$ cat src/sv/mfb_pkg.sv
package mfb_pkg;

    // Framebuffer geometry
    localparam int MAX_WIDTH   = 512;
    localparam int MAX_HEIGHT  = 512;
    localparam int STORE_BYTES = (MAX_WIDTH * MAX_HEIGHT + 7) / 8;
    localparam int ADDR_W      = $clog2(STORE_BYTES);

    // Field widths
    localparam int COORD_W = 10;
    localparam int LIN_W   = 2 * COORD_W;
    localparam int CNT_W   = 19;

    // Command codes
    localparam logic [1:0] CMD_PIXEL = 2'd0;
    localparam logic [1:0] CMD_RECT  = 2'd1;
    localparam logic [1:0] CMD_READ  = 2'd2;

    // Register indexes
    localparam logic [1:0] REG_WIDTH    = 2'd0;
    localparam logic [1:0] REG_HEIGHT   = 2'd1;
    localparam logic [1:0] REG_ROTATION = 2'd2;

    // Register reset values
    localparam logic [COORD_W-1:0] WIDTH_RESET  = 10'd296;
    localparam logic [COORD_W-1:0] HEIGHT_RESET = 10'd128;

    localparam logic [7:0] PIX_MSB_MASK = 8'h80;
    localparam logic [7:0] BYTE_ONES    = 8'hFF;

    // Controller to datapath commands
    typedef struct packed {
        logic clear_wr;
        logic load;
        logic advance;
        logic pix_rd;
        logic pix_wr;
        logic byte_rd;
        logic out_load;
    } mfb_cmd_t;

    // Datapath to controller status
    typedef struct packed {
        logic clear_last;
        logic s2_valid;
    } mfb_stat_t;

endpackage

$ cat src/sv/mfb_ctrl.sv
module mfb_ctrl (
    input  logic              clk,
    input  logic              rst_n,
    input  logic              in_valid,
    output logic              in_ready,
    input  logic [1:0]        command,
    output logic              out_valid,
    input  logic              out_ready,
    input  mfb_pkg::mfb_stat_t stat,
    output mfb_pkg::mfb_cmd_t  cmd
);
    import mfb_pkg::*;

    localparam logic [2:0] ST_CLEAR   = 3'd0;
    localparam logic [2:0] ST_IDLE    = 3'd1;
    localparam logic [2:0] ST_PRIME_A = 3'd2;
    localparam logic [2:0] ST_PRIME_B = 3'd3;
    localparam logic [2:0] ST_PIX_RD  = 3'd4;
    localparam logic [2:0] ST_PIX_WR  = 3'd5;
    localparam logic [2:0] ST_BYTE_RD = 3'd6;
    localparam logic [2:0] ST_FINISH  = 3'd7;

    logic [2:0] state_reg, state_next;
    logic       out_valid_reg, out_valid_next;

    // Sequence the clear pass, the pixel walk, the byte read and the result hand-off
    always_comb
    begin
        state_next     = state_reg;
        cmd            = '0;
        out_valid_next = out_valid_reg && !out_ready;
        case (state_reg)
            ST_CLEAR:
            begin
                cmd.clear_wr = 1'b1;
                if (stat.clear_last)
                    state_next = ST_IDLE;
            end
            ST_IDLE:
            begin
                if (in_valid)
                begin
                    cmd.load = 1'b1;
                    case (command)
                        CMD_PIXEL: state_next = ST_PRIME_A;
                        CMD_RECT:  state_next = ST_PRIME_A;
                        CMD_READ:  state_next = ST_BYTE_RD;
                        default:   state_next = ST_FINISH;
                    endcase
                end
            end
            ST_PRIME_A:
            begin
                cmd.advance = 1'b1;
                state_next  = ST_PRIME_B;
            end
            ST_PRIME_B:
            begin
                cmd.advance = 1'b1;
                state_next  = ST_PIX_RD;
            end
            ST_PIX_RD:
            begin
                if (stat.s2_valid)
                begin
                    cmd.pix_rd = 1'b1;
                    state_next = ST_PIX_WR;
                end
                else
                    state_next = ST_FINISH;
            end
            ST_PIX_WR:
            begin
                cmd.pix_wr  = 1'b1;
                cmd.advance = 1'b1;
                state_next  = ST_PIX_RD;
            end
            ST_BYTE_RD:
            begin
                cmd.byte_rd = 1'b1;
                state_next  = ST_FINISH;
            end
            ST_FINISH:
            begin
                if (!out_valid_reg || out_ready)
                begin
                    cmd.out_load   = 1'b1;
                    out_valid_next = 1'b1;
                    state_next     = ST_IDLE;
                end
            end
            default:
                state_next = ST_IDLE;
        endcase
    end

    always_ff @(posedge clk or negedge rst_n)
    begin
        if (!rst_n)
        begin
            state_reg     <= ST_CLEAR;
            out_valid_reg <= 1'b0;
        end
        else
        begin
            state_reg     <= state_next;
            out_valid_reg <= out_valid_next;
        end
    end

    assign in_ready  = (state_reg == ST_IDLE);
    assign out_valid = out_valid_reg;

endmodule

$ cat config.mk
export PLATFORM = sky130hd
export DESIGN_NAME = mfb_ctrl
export DESIGN_NICKNAME = d
export VERILOG_FILES = /design/src/sv/mfb_pkg.sv /design/src/sv/mfb_ctrl.sv
export SDC_FILE = /design/constraint.sdc
export NUM_CORES = 1
export LEC_CHECK = 0
export ABC_AREA = 0
export BUFFER_PORTS_ARGS = -buffer_cell sky130_fd_sc_hd__buf_2
export CORE_AREA = 2 2 39 41
export DETAILED_ROUTE_END_ITERATION = 7
export DIE_AREA = 0 0 41 43
export PLACE_DENSITY = 0.47
export SLEW_MARGIN = 40
export SYNTH_ARGS = -nofsm -noshare
export SYNTH_HDL_FRONTEND = slang
export SYNTH_SLANG_ARGS = --single-unit
$ cat constraint.sdc
create_clock -name clk -period 2.06 [get_ports clk]
set_input_delay 0.103 -clock clk [delete_from_list [all_inputs] [get_ports clk]]
set_output_delay 0.103 -clock clk [all_outputs]
set_load 0.05 [all_outputs]
==> flow_summary_export.csv <==
group,metric,value,unit
cells_and_area,areaGrowthSynthToFinish,38.7,%
worst_setup_path,critical_path_class,"flip-flop to primary output",
logic_synthesis,syn-instance-count,30,
timing,rsz0062_at_grt,"no",
worst_hold_path,worstHoldEndpoint,"state_reg[2]",
clock_network,path_clk_slew,0.04,ns
floorplan,start_util,20.3,%
logic_synthesis,yosysWarnings,0,
run_status,status,"completed",
clock_network,numCtsBuffers,3,
placement,dp_slack,0.749,ns
timing,fin_tns_setup,0,ns
worst_setup_path,timing.rr.end,"state_reg[1]",
global_route,first_global_vias,314,
floorplan,dieArea,0.00176,mm²
floorplan,num_rows,14,
cells_and_area,layout.nets,57,
clock_network,postCtsSetupBuffers,0,
global_route,grt_first_pass_wirelength,1240,µm
floorplan,core,0.00138,mm²
placement,place.gp.congestion,0.666,
cells_and_area,layout_commonest_cell,"buf_2",
timing,clock_skew,0.00245,ns
logic_synthesis,synth_area_leaders,"dfrtp_1, nor3b_4, a21oi_1",
clock_network,cts-root-buf,"clkbuf_4",
cells_and_area,fin_cells,63,
logic_synthesis,synth_cell_types,22,
worst_setup_path,ff2ff_setup_slack,0.87,ns
timing,period_needed,1.57,ns
worst_hold_path,whs_path_depth,3,
logic_synthesis,syn_nets,38,
worst_setup_path,rr_startpoint,"state_reg[0]",
logic_synthesis,ys_seq_elements,4,
worst_setup_path,arrival,1.47,ns
cells_and_area,final_cell_mix,"buf_2, dfrtp_1, a21oi_1, clkbuf_4",
cells_and_area,layout-drive-gt1-share,46.8,%
global_route,track_usage,10.7,%
logic_synthesis,seq_area_frac_synth,35.6,%
worst_hold_path,worstHoldPathType,"input pin to flip-flop",
timing,max_freq,638,MHz
clock_network,clock_sinks,4,
routing,vias,286,
floorplan,ios,17,
placement,dp_hpwl,525,µm
routing,vias_per_cell,4.54,
worst_setup_path,cp_max_fo,11,
worst_setup_path,startpoint_type,"flip-flop",
logic_synthesis,yosys.area.top_type_share,35.6,%
timing,fin_ws,0.492,ns
cells_and_area,largest_reg_flops,3,
worst_hold_path,min-delay-start,"command[1]",
global_route,grt-ovfl-total,0,
clock_network,clock_path_buffers,2,
routing,first_pass_iters,4,
timing,setup_viol,0,
worst_setup_path,critPathCaptureType,"primary output",
cells_and_area,fill_cells,154,
placement,port-buffer-count,16,
worst_setup_path,reg2reg_depth,3,
worst_setup_path,required,1.96,ns
timing,finalMaxSlewViolations,0,
timing,hold_violations,0,
timing,finalCritPeriodShare,76.1,%
clock_network,cts_tree,"built",
timing,slew-limit-headroom,75.2,%
flow_run,drv_cap,0,
logic_synthesis,yosys.area.top_type,"dfrtp_1",
routing,ant_nets,0,
placement,dp_cells,59,
clock_network,clock_latency,0.24,ns
routing,wire_per_inst,11.1,µm
cells_and_area,antennaDiodeCount,0,
routing,drtIter0Drc,11,
timing,tightestPinTransition,0.372,ns
routing,drt-total-wl,698,µm
clock_network,htree_num_levels,1,
global_route,antenna_found_initial,0,
logic_synthesis,syn_area,282,µm²
floorplan,die_w,41,µm
floorplan,die_h,43,µm
routing,drc,0,
global_route,grt_max_degree,12,
logic_synthesis,syn_area_per_cell,9.38,µm²
layout make-up:
type                            instances  area (µm²)  share of cell area (%)
Multi-Input combinational cell         21         150                    38.5
Sequential cell                         4         100                    25.6
Clock buffer                            3        22.5                    5.77
Inverter                                2        7.51                    1.92
Tap cell                               16        20.0                    5.13
Timing Repair Buffer                   17        90.1                    23.1
cell usage after synthesis:
master and number:
a221o_1 1, nor2_1 2, and2_4 1, nand2_1 1
dfrtp_1 4, and3_1 1, buf_4 1, and4_1 1
o31a_1 1, inv_1 2, o21bai_1 1, buf_2 1
nand2b_1 1, nor3b_4 1, nor4_1 1, and3b_4 1
a21oi_1 3, o2bb2ai_1 1, nand3_1 2, nor3_1 1
buf_6 1, nor2b_1 1
layer usage:
layer / vias up / share of wire, % / routed length [µm] / global-route usage (%)
li1: 142 / - / - / -
met1: 129 / 40 / 279 / 13.7
met2: 12 / 50 / 352 / 14.1
met3: 3 / 6.7 / 47 / 2.09
met4: 0 / 2.7 / 19 / 10.0
met5: - / 0 / 0 / 0
per-stage QoR:
| step | instance area, µm² | hold slack [ns] | utilization, % |
|---|---|---|---|
| after floorplan | 282 | -0.193 | - |
| after global routing | 390 | 0.191 | 28.2 |
| after global placement | 358 | -0.0886 | 25.9 |
| final | 390 | 0.148 | 28.2 |
| after detailed placement | 358 | -0.0877 | 25.9 |
| after CTS | 390 | 0.153 | 28.2 |
what timing repair did:
action                                 4_1_cts  5_1_grt
resized for setup                            0        0
endpoints found under the hold margin        4        0
hold buffers                                 1        0
kinds of logic (layout without fill, tap and decap cells):
family	Yosys count	count (layout)	synth area share, %
and+or+nand+nor	14	14	35.6
buffers and inverters	5	22	11.1
AOI/OAI and AO/OA	7	7	17.8
DFF	4	4	35.6
worst max-delay path, cell delays in order (launching register included):
cell and delay (ns):
dfrtp_1 0.49, and3b_4 0.36, o21bai_1 0.10, buf_2 0.27
worst max-delay path by stage:
stage	end	from	slack, ns
2_1_floorplan	cmd[6]	state_reg[2]	0.30
3_3_place_gp	cmd[4]	state_reg[1]	0.76
3_5_place_dp	cmd[4]	state_reg[1]	0.75
4_1_cts	cmd[4]	state_reg[1]	0.49
5_1_grt	cmd[4]	state_reg[1]	0.43
6_report	cmd[4]	state_reg[1]	0.49
Power is left out: the tool's default activity adds up to more than one toggle a clock period on the data nets, which glitch-free logic cannot reach.
